**config.mk**
```make
export PLATFORM = sky130hd
export DESIGN_NAME = iso_timestamp_year_offset_parser_flat
export DESIGN_NICKNAME = d
export VERILOG_FILES = /design/src/its_pkg.sv /design/src/its_if.sv /design/src/iso_timestamp_year_offset_parser.sv /design/src/its_front.sv /design/src/its_queue.sv /design/src/its_back.sv /design/src/flat_wrapper.sv
export VERILOG_INCLUDE_DIRS = /design/src /design/src/src
export SDC_FILE = /design/constraint.sdc
export NUM_CORES = 1
export LEC_CHECK = 0
export ABC_CLOCK_PERIOD_IN_PS = 6300
export BUFFER_PORTS_ARGS = -buffer_cell sky130_fd_sc_hd__buf_4
export CORE_UTILIZATION = 35
export DETAILED_ROUTE_END_ITERATION = 8
export GPL_TIMING_DRIVEN = 0
export PLACE_DENSITY_LB_ADDON = 0.3
export SETUP_SLACK_MARGIN = 0.15
export SYNTH_ARGS = -nofsm -noshare
export SYNTH_HDL_FRONTEND = slang
export SYNTH_SLANG_ARGS = --single-unit
```
**constraint.sdc**
```tcl
create_clock -name clk -period 6.3 [get_ports clk]
set_clock_uncertainty 0.05 [all_clocks]
set_input_delay 0.945 -clock clk [delete_from_list [all_inputs] [get_ports clk]]
set_output_delay 0.945 -clock clk [all_outputs]
set_load 0.02 [all_outputs]
```
**src/iso_timestamp_year_offset_parser_assert.svh**
```systemverilog
// assertion macros shared by the parser modules
// each expects clk and arst_n in the scope where it is used
`ifndef ISO_TIMESTAMP_YEAR_OFFSET_PARSER_ASSERT_SVH
`define ISO_TIMESTAMP_YEAR_OFFSET_PARSER_ASSERT_SVH

`ifndef SYNTHESIS
// property must hold at every edge out of reset
`define ITS_ASSERT(name, prop, msg) \
	name: assert property (@(posedge clk) disable iff (!arst_n) (prop)) else $error(msg);
// condition must never be seen
`define ITS_ASSERT_NEVER(name, cond, msg) \
	name: assert property (@(posedge clk) disable iff (!arst_n) !(cond)) else $error(msg);
`else
`define ITS_ASSERT(name, prop, msg)
`define ITS_ASSERT_NEVER(name, cond, msg)
`endif

`endif

```
**src/its_pkg.sv**
```systemverilog
package its_pkg;

	localparam int CHAR_W   = 8;
	localparam int POS_W    = 5;
	localparam int YEAR_W   = 12;
	localparam int OFFSET_W = 11;
	localparam int YACC_W   = 14;
	localparam int HMACC_W  = 7;
	localparam int OFFSUM_W = 13;
	localparam int DIGIT_W  = 4;

	localparam int QUEUE_DEPTH_DEF = 2;

	// character positions of the timestamp
	localparam logic [POS_W-1:0] POS_IDLE     = 5'd24;
	localparam logic [POS_W-1:0] POS_YEAR_END = 5'd4;
	localparam logic [POS_W-1:0] POS_DASH_MON = 5'd4;
	localparam logic [POS_W-1:0] POS_DASH_DAY = 5'd7;
	localparam logic [POS_W-1:0] POS_T        = 5'd10;
	localparam logic [POS_W-1:0] POS_COLON_M  = 5'd13;
	localparam logic [POS_W-1:0] POS_COLON_S  = 5'd16;
	localparam logic [POS_W-1:0] POS_SIGN     = 5'd19;
	localparam logic [POS_W-1:0] POS_HOUR_HI  = 5'd20;
	localparam logic [POS_W-1:0] POS_HOUR_LO  = 5'd21;
	localparam logic [POS_W-1:0] POS_MIN_HI   = 5'd22;
	localparam logic [POS_W-1:0] POS_MIN_LO   = 5'd23;

	// ascii codes
	localparam logic [CHAR_W-1:0] CHAR_T     = 8'h54;
	localparam logic [CHAR_W-1:0] CHAR_PLUS  = 8'h2B;
	localparam logic [CHAR_W-1:0] CHAR_MINUS = 8'h2D;
	localparam logic [CHAR_W-1:0] CHAR_COLON = 8'h3A;
	localparam logic [CHAR_W-1:0] CHAR_ZERO  = 8'h30;
	localparam logic [CHAR_W-1:0] CHAR_NINE  = 8'h39;

	// result limits
	localparam logic [YACC_W-1:0]   YEAR_MIN   = 14'd2000;
	localparam logic [YACC_W-1:0]   YEAR_MAX   = 14'd2199;
	localparam logic [OFFSUM_W-1:0] OFFSET_MAX = 13'(14 * 60);

	// operation handed from the classifier to the accumulator
	typedef enum logic [2:0] {
		OP_SKIP,
		OP_BAD,
		OP_YEAR,
		OP_HOUR,
		OP_MIN,
		OP_NEG
	} its_op_t;

	typedef struct packed {
		its_op_t              op;
		logic [DIGIT_W-1:0]   digit;
		logic                 restart;
		logic                 last;
	} its_entry_t;

endpackage

```
**src/its_if.sv**
```systemverilog
interface its_char_if import its_pkg::*; ();
	logic              valid;
	logic              ready;
	logic [CHAR_W-1:0] char_byte;
	logic              first_byte;

	modport source (output valid, output char_byte, output first_byte, input ready);
	modport sink (input valid, input char_byte, input first_byte, output ready);
endinterface

interface its_result_if import its_pkg::*; ();
	logic                       valid;
	logic                       ready;
	logic [YEAR_W-1:0]          year_value;
	logic signed [OFFSET_W-1:0] offset_minutes;

	modport source (output valid, output year_value, output offset_minutes, input ready);
	modport sink (input valid, input year_value, input offset_minutes, output ready);
endinterface

```
**src/iso_timestamp_year_offset_parser.sv**
```systemverilog
// result: the byte at position 23 is queued, then popped into the output register
// throughput: one byte per cycle while the queue has room; the classifier, the queue and the
// accumulator each move one transaction a cycle, output register in the last stage
// a stalled output holds the final byte and all behind it; the queue keeps taking bytes until full
// reset: asynchronous active low, position idle until a first flag, queue empty,
// accumulators and output valid cleared
module iso_timestamp_year_offset_parser import its_pkg::*; #(
	parameter int QUEUE_DEPTH = QUEUE_DEPTH_DEF
) (
	input  logic         clk,
	input  logic         arst_n,
	its_char_if.sink     chars,
	its_result_if.source result
);

	logic       push;
	logic       pop;
	logic       full;
	logic       empty;
	its_entry_t push_entry;
	its_entry_t pop_entry;

	// classify bytes and track position
	its_front u_front (
		.clk        (clk),
		.arst_n     (arst_n),
		.chars      (chars),
		.full       (full),
		.push       (push),
		.push_entry (push_entry)
	);

	// decoupling queue
	its_queue #(
		.DEPTH (QUEUE_DEPTH)
	) u_queue (
		.clk        (clk),
		.arst_n     (arst_n),
		.push       (push),
		.push_entry (push_entry),
		.full       (full),
		.pop        (pop),
		.pop_entry  (pop_entry),
		.empty      (empty)
	);

	// accumulate and emit the result
	its_back u_back (
		.clk       (clk),
		.arst_n    (arst_n),
		.empty     (empty),
		.pop_entry (pop_entry),
		.pop       (pop),
		.result    (result)
	);

endmodule

```
**src/its_front.sv**
```systemverilog
module its_front import its_pkg::*; (
	input  logic       clk,
	input  logic       arst_n,
	its_char_if.sink   chars,
	input  logic       full,
	output logic       push,
	output its_entry_t push_entry
);

	logic [POS_W-1:0] pos_q;
	logic [POS_W-1:0] pos_eff;
	logic             accept;
	logic             active;
	logic             is_digit;
	its_op_t          op;

	assign chars.ready = !full;
	assign accept      = chars.valid && chars.ready;

	// a first flag restarts at position zero
	assign pos_eff = chars.first_byte ? '0 : pos_q;
	assign active  = pos_eff < POS_IDLE;
	assign push    = accept && active;

	assign is_digit = (chars.char_byte >= CHAR_ZERO) && (chars.char_byte <= CHAR_NINE);

	// classify the byte against the expected shape
	always_comb begin
		case (pos_eff)
			POS_DASH_MON, POS_DASH_DAY: begin
				op = (chars.char_byte == CHAR_MINUS) ? OP_SKIP : OP_BAD;
			end
			POS_T: begin
				op = (chars.char_byte == CHAR_T) ? OP_SKIP : OP_BAD;
			end
			POS_COLON_M, POS_COLON_S: begin
				op = (chars.char_byte == CHAR_COLON) ? OP_SKIP : OP_BAD;
			end
			POS_SIGN: begin
				if (chars.char_byte == CHAR_MINUS) begin
					op = OP_NEG;
				end else if (chars.char_byte == CHAR_PLUS) begin
					op = OP_SKIP;
				end else begin
					op = OP_BAD;
				end
			end
			default: begin
				if (!is_digit) begin
					op = OP_BAD;
				end else if (pos_eff < POS_YEAR_END) begin
					op = OP_YEAR;
				end else if (pos_eff == POS_HOUR_HI || pos_eff == POS_HOUR_LO) begin
					op = OP_HOUR;
				end else if (pos_eff == POS_MIN_HI || pos_eff == POS_MIN_LO) begin
					op = OP_MIN;
				end else begin
					op = OP_SKIP;
				end
			end
		endcase
	end

	assign push_entry.op      = op;
	assign push_entry.digit   = DIGIT_W'(chars.char_byte - CHAR_ZERO);
	assign push_entry.restart = chars.first_byte;
	assign push_entry.last    = (pos_eff == POS_MIN_LO);

	// position counter, idle at the end until the next first flag
	always_ff @(posedge clk or negedge arst_n) begin
		if (!arst_n) begin
			pos_q <= POS_IDLE;
		end else if (push) begin
			pos_q <= pos_eff + POS_W'(1);
		end
	end

`include "iso_timestamp_year_offset_parser_assert.svh"

	`ITS_ASSERT_NEVER(a_no_push_idle, push && pos_q == POS_IDLE && !chars.first_byte, "push while idle")
	`ITS_ASSERT(a_pos_range, pos_q <= POS_IDLE, "position out of range")

endmodule

```
**src/its_queue.sv**
```systemverilog
module its_queue import its_pkg::*; #(
	parameter int DEPTH = QUEUE_DEPTH_DEF
) (
	input  logic       clk,
	input  logic       arst_n,
	input  logic       push,
	input  its_entry_t push_entry,
	output logic       full,
	input  logic       pop,
	output its_entry_t pop_entry,
	output logic       empty
);

	localparam int PTR_W = (DEPTH > 1) ? $clog2(DEPTH) : 1;
	localparam int CNT_W = $clog2(DEPTH + 1);
	localparam logic [PTR_W-1:0] PTR_LAST = PTR_W'(DEPTH - 1);
	localparam logic [CNT_W-1:0] CNT_FULL = CNT_W'(DEPTH);

	its_entry_t       slot_q [DEPTH];
	logic [PTR_W-1:0] wr_ptr_q;
	logic [PTR_W-1:0] rd_ptr_q;
	logic [CNT_W-1:0] count_q;

	assign full      = (count_q == CNT_FULL);
	assign empty     = (count_q == '0);
	assign pop_entry = slot_q[rd_ptr_q];

	// storage
	always_ff @(posedge clk) begin
		if (push) begin
			slot_q[wr_ptr_q] <= push_entry;
		end
	end

	// pointers and fill count
	always_ff @(posedge clk or negedge arst_n) begin
		if (!arst_n) begin
			wr_ptr_q <= '0;
			rd_ptr_q <= '0;
			count_q  <= '0;
		end else begin
			if (push) begin
				wr_ptr_q <= (wr_ptr_q == PTR_LAST) ? '0 : wr_ptr_q + PTR_W'(1);
			end
			if (pop) begin
				rd_ptr_q <= (rd_ptr_q == PTR_LAST) ? '0 : rd_ptr_q + PTR_W'(1);
			end
			if (push && !pop) begin
				count_q <= count_q + CNT_W'(1);
			end else if (pop && !push) begin
				count_q <= count_q - CNT_W'(1);
			end
		end
	end

`include "iso_timestamp_year_offset_parser_assert.svh"

	`ITS_ASSERT_NEVER(a_pop_empty, pop && empty, "pop from empty queue")
	`ITS_ASSERT_NEVER(a_push_full, push && full, "push into full queue")

endmodule

```
**src/its_back.sv**
```systemverilog
module its_back import its_pkg::*; (
	input  logic       clk,
	input  logic       arst_n,
	input  logic       empty,
	input  its_entry_t pop_entry,
	output logic       pop,
	its_result_if.source result
);

	logic               shape_q;
	logic [YACC_W-1:0]  year_q;
	logic [HMACC_W-1:0] hours_q;
	logic [HMACC_W-1:0] mins_q;
	logic               neg_q;

	logic               shape_b, shape_n;
	logic [YACC_W-1:0]  year_b, year_n;
	logic [HMACC_W-1:0] hours_b, hours_n;
	logic [HMACC_W-1:0] mins_b, mins_n;
	logic               neg_b, neg_n;

	logic [OFFSUM_W-1:0]        off_sum;
	logic                       year_ok;
	logic [YEAR_W-1:0]          year_out;
	logic signed [OFFSET_W-1:0] off_out;
	logic                       out_valid_q;

	// a transaction that ends a timestamp waits for a free output slot
	assign pop = !empty && (!pop_entry.last || !out_valid_q || result.ready);

	// start from a clean parse on restart
	always_comb begin
		if (pop_entry.restart) begin
			shape_b = 1'b1;
			year_b  = '0;
			hours_b = '0;
			mins_b  = '0;
			neg_b   = 1'b0;
		end else begin
			shape_b = shape_q;
			year_b  = year_q;
			hours_b = hours_q;
			mins_b  = mins_q;
			neg_b   = neg_q;
		end
	end

	// apply the classified operation
	always_comb begin
		shape_n = shape_b;
		year_n  = year_b;
		hours_n = hours_b;
		mins_n  = mins_b;
		neg_n   = neg_b;
		case (pop_entry.op)
			OP_BAD:  shape_n = 1'b0;
			OP_YEAR: year_n  = YACC_W'(year_b * YACC_W'(10) + YACC_W'(pop_entry.digit));
			OP_HOUR: hours_n = HMACC_W'(hours_b * HMACC_W'(10) + HMACC_W'(pop_entry.digit));
			OP_MIN:  mins_n  = HMACC_W'(mins_b * HMACC_W'(10) + HMACC_W'(pop_entry.digit));
			OP_NEG:  neg_n   = 1'b1;
			default: ;
		endcase
	end

	// final range checks
	assign off_sum  = OFFSUM_W'(hours_n) * OFFSUM_W'(60) + OFFSUM_W'(mins_n);
	assign year_ok  = shape_n && (year_n >= YEAR_MIN) && (year_n <= YEAR_MAX);
	assign year_out = year_ok ? year_n[YEAR_W-1:0] : '0;
	always_comb begin
		if (year_ok && off_sum <= OFFSET_MAX) begin
			off_out = neg_n ? -$signed(off_sum[OFFSET_W-1:0]) : $signed(off_sum[OFFSET_W-1:0]);
		end else begin
			off_out = '0;
		end
	end

	// accumulator state
	always_ff @(posedge clk or negedge arst_n) begin
		if (!arst_n) begin
			shape_q <= 1'b0;
			year_q  <= '0;
			hours_q <= '0;
			mins_q  <= '0;
			neg_q   <= 1'b0;
		end else if (pop) begin
			shape_q <= shape_n;
			year_q  <= year_n;
			hours_q <= hours_n;
			mins_q  <= mins_n;
			neg_q   <= neg_n;
		end
	end

	// output register
	always_ff @(posedge clk or negedge arst_n) begin
		if (!arst_n) begin
			out_valid_q <= 1'b0;
		end else if (pop && pop_entry.last) begin
			out_valid_q <= 1'b1;
		end else if (result.ready) begin
			out_valid_q <= 1'b0;
		end
	end

	always_ff @(posedge clk) begin
		if (pop && pop_entry.last) begin
			result.year_value     <= year_out;
			result.offset_minutes <= off_out;
		end
	end

	assign result.valid = out_valid_q;

`include "iso_timestamp_year_offset_parser_assert.svh"

	`ITS_ASSERT_NEVER(a_no_overwrite, pop && pop_entry.last && out_valid_q && !result.ready,
		"pending result overwritten")
	`ITS_ASSERT(a_result_after_last, $rose(out_valid_q) |-> $past(pop && pop_entry.last),
		"result without a final byte")

endmodule

```
**src/flat_wrapper.sv**
```systemverilog
// flat-port wrapper written by rule: the top's interface ports become plain ports
module iso_timestamp_year_offset_parser_flat import its_pkg::*;
#(
	parameter int QUEUE_DEPTH = QUEUE_DEPTH_DEF
)
  (clk, arst_n, chars_valid, chars_char_byte, chars_first_byte, chars_ready, result_valid, result_year_value, result_offset_minutes, result_ready);
  its_char_if chars_i ();
  its_result_if result_i ();
  input  logic clk;
  input  logic arst_n;
  input wire logic [$bits(chars_i.valid)-1:0] chars_valid;
  input wire logic [$bits(chars_i.char_byte)-1:0] chars_char_byte;
  input wire logic [$bits(chars_i.first_byte)-1:0] chars_first_byte;
  output wire logic [$bits(chars_i.ready)-1:0] chars_ready;
  output wire logic [$bits(result_i.valid)-1:0] result_valid;
  output wire logic [$bits(result_i.year_value)-1:0] result_year_value;
  output wire logic [$bits(result_i.offset_minutes)-1:0] result_offset_minutes;
  input wire logic [$bits(result_i.ready)-1:0] result_ready;
  assign chars_i.valid = chars_valid;
  assign chars_i.char_byte = chars_char_byte;
  assign chars_i.first_byte = chars_first_byte;
  assign chars_ready = chars_i.ready;
  assign result_valid = result_i.valid;
  assign result_year_value = result_i.year_value;
  assign result_offset_minutes = result_i.offset_minutes;
  assign result_i.ready = result_ready;
  iso_timestamp_year_offset_parser #(.QUEUE_DEPTH(QUEUE_DEPTH)) u_core (.clk(clk), .arst_n(arst_n), .chars(chars_i), .result(result_i));
endmodule
```
==> impl_metrics.yaml <==
worst_setup_path:
  cp_slowest_stage_delay_ps: 550
  critPathCaptureType: "flop"
  path_cells: "mux2i_4 > clkbuf_8 > buf_8 > and2_4 > ha_4 > ha_2 > fa_1 > xnor2_1 > nor2_2 > a31oi_4 > fa_1 > fa_1 > inv_1 > ha_4 > o21a_1 > a21boi_2 > nor2_1 > xnor2_1 > or3b_4 > o31ai_4 > mux2i_4 > buf_8 > nor4_4"
  required_ps: 6420
  arrival_ps: 6040
  slowest_stage: "fa_1"
  critPathMostFrequentCell: "fa_1"
  critPathLaunchType: "flop"
  cp_max_fo: 7
  criticalPathCategory: "flop to flop"
power:
  ir_drop_mv: 0.348
  p_leak_nw: 3.44
  p_per_area_nw_per_um2: 588
route:
  drt_first_pass_iters: 4
  dr.max_layer_used: "met4"
  via_per_inst: 5.42
  route.detailed.drc: 0
  dr_wl_met2_um: 7220
  wirelength_met1_um: 8010
  routed-via-count: 5683
  wl_um: 16300
  post_drt_wl_per_cell_um: 15.5
  drtIter0Drc: 342
  ant_nets: 0
  wl_met3_um: 776
final_layout:
  layout-drive-gt1-share: 0.172
  nets: 895
  antenna_cells: 0
  layout.cells.non_filler: 1049
  nFillCells: 1827
  area_growth_pct: 19.6
synth:
  ys_types: 76
  synth_edf_count: 41
  syn_area_per_cell_um2: 9.06
  async_flop_share: 0.494
  netlist_instances: 744
  synth.area.top_cells: "edfxtp_1 18%, dfrtp_1 14%, ha_1 11%, xnor2_1 5.5%, nand2_1 4.4%"
  synth-seq-cells: 81
  synth_top_flop_cell: "edfxtp_1"
  synth_top_cell_by_area: "edfxtp_1"
  yosysSeqAreaShare: 0.331
  synth.most_common_cell: "nand2_1"
  synthesis.nets: 829
  netlist_top_cells_count: "79 x nand2_1, 58 x ha_1, 52 x nor2_1"
  syn_area_um2: 6740
  synth_warnings: 0
  synth_top_area_share: 0.183
timing:
  setup_violations: 0
  finalCritPeriodShare: 0.940
  hold_viol: 0
  whs_ps: 424
  relSlewSlack: 0.467
  rsz0062_at_grt: "false"
  fin_crit_ps: 5920
  fmax_mhz: 169
  worst_pin_slew_ps: 798
  setup_ws_ps: 380
  maxSlewViolCount: 0
grt:
  antenna_found_initial: 0
  grt_pass1_wl_um: 26700
  grt_usage: 0.170
  first_global_vias: 5342
  overflow: 0
  grt_max_degree: 41
placement:
  preCtsSetupSlack_ps: -1150
  gp_congestion: 0.884
  io_buffer_count: 37
  post-dp-hpwl_um: 12200
  dp.cells: 1016
min_path:
  min_path_type: "flop to flop"
clock_tree:
  cts.sinks: 81
  cts_buffers: 9
  hold_buffers: 0
  root_buffer: "clkbuf_16"
  htreeDepth: 3
  path_clk_slew_ps: 60
  insertion_delay_ps: 340
  clk_path_buf_depth: 2
  tritoncts: "built"
floorplanning:
  die_h_um: 141
  core_um2: 18800
  die_area_um2: 19800
  die_x_um: 141
  ios: 38
  placement_rows: 50
  initial_core_util: 0.359
job:
  drv_cap: 0
status:
  outcome: "finished clean"
[sequential cells by signal, indices dropped and copies added, names as in the netlist]
signal	cells
u_core.u_queue.wr_ptr_q	1
u_core.u_back.result.offset_minutes	11
u_core.u_back.shape_q	1
u_core.u_queue.count_q	2
u_core.u_queue.slot_q	18
u_core.u_front.pos_q	5
u_core.u_back.hours_q	7
u_core.u_back.year_q	14
u_core.u_back.mins_q	7
u_core.u_back.result.year_value	12
u_core.u_queue.rd_ptr_q	1
u_core.u_back.neg_q	1
u_core.u_back.result.valid	1
[where the power goes]
part	internal, W	switching [W]
Clock	0.000307	0.000217
Sequential	0.000758	0.000101
Combinational	0.00140	0.00196
Total	0.00246	0.00228
[metrics by stage]
| stage | util | power [W] | cell area, µm² | TNS (ps) |
|---|---|---|---|---|
| 2_1_floorplan | - | 0.00292 | 6760 | 0 |
| 3_3_place_gp | 0.390 | 0.00354 | 7330 | -12920 |
| 3_5_place_dp | 0.391 | 0.00356 | 7340 | -11910 |
| 4_1_cts | 0.417 | 0.00434 | 7830 | 0 |
| 5_1_grt | 0.430 | 0.00514 | 8070 | 0 |
| 6_report | 0.430 | 0.00474 | 8070 | 0 |
[final timing paths]
| kind | endpoint | from | cells past startpoint | slack [ps] |
|---|---|---|---|---|
| max | u_core.u_back.result.offset_minutes[2] | u_core.u_queue.slot_q[0][1] | 23 | 380 |
| max in group asynchronous | u_core.u_queue.rd_ptr_q | arst_n | 1 | 5260 |
| min reg2reg | u_core.u_back.mins_q[2] | u_core.u_back.mins_q[2] | 2 | 420 |
| max reg2reg | u_core.u_back.result.offset_minutes[2] | u_core.u_queue.slot_q[0][1] | 23 | 380 |
| min | u_core.u_back.mins_q[2] | u_core.u_back.mins_q[2] | 2 | 420 |
| min in group asynchronous | u_core.u_front.pos_q[1] | arst_n | 1 | 540 |
[routing by layer]
layer | track usage | vias to the layer above
met5 | 0 | -
li1 | - | 2822
met1 | 0.238 | 2705
met4 | 0.0435 | 0
met2 | 0.266 | 135
met3 | 0.0350 | 21
[worst max-delay path, delay by kind of cell (launching register included)]
family / cells / cell delay (ps)
AOI/OAI and AO/OA: 4 / 780
xor gates and xnor gates: 2 / 400
adders and majority gates: 6 / 2170
buffers and inverters: 4 / 510
DFF: 1 / 480
muxes: 2 / 360
and+or+nand+nor: 5 / 990
[kinds of logic after synthesis]
logic type	Yosys count	synth area share
fa+ha+maj	72	0.149
flops	81	0.331
mux	13	0.0204
buf+inv	74	0.0434
xor+xnor	62	0.0837
compound gates	185	0.179
simple gates	257	0.193
[final cells by class]
cell class,count,area [µm²],area share
plain buffers,28,164,0.0203
clock buffers,9,225,0.0279
clock inverters,7,70.1,0.00869
inverters,46,173,0.0214
multi-input cells,589,4480,0.556
flip-flops and latches,81,2240,0.277
well taps,234,293,0.0363
repair buffers,55,424,0.0526
[layout by cell type, fill, tap and decap left out, drive strengths merged, types with 13 or more instances in the layout]
master / instances
inv: 47
a21oi: 48
clkbuf: 29
nand3: 13
edfxtp: 41
nor2: 52
nor4: 16
and2: 17
nor2b: 20
xor2: 18
ha: 58
nand2: 79
fa: 14
o21ai: 50
buf: 63
xnor2: 43
dfrtp: 38
[timing repair]
action	CTS	global route
pin swaps	3	14
gates cloned	1	0
setup buffers	7	9
endpoints found under the setup margin	20	11
gates resized for setup	33	42
No activity file was read; power rests on OpenSTA's default activity.
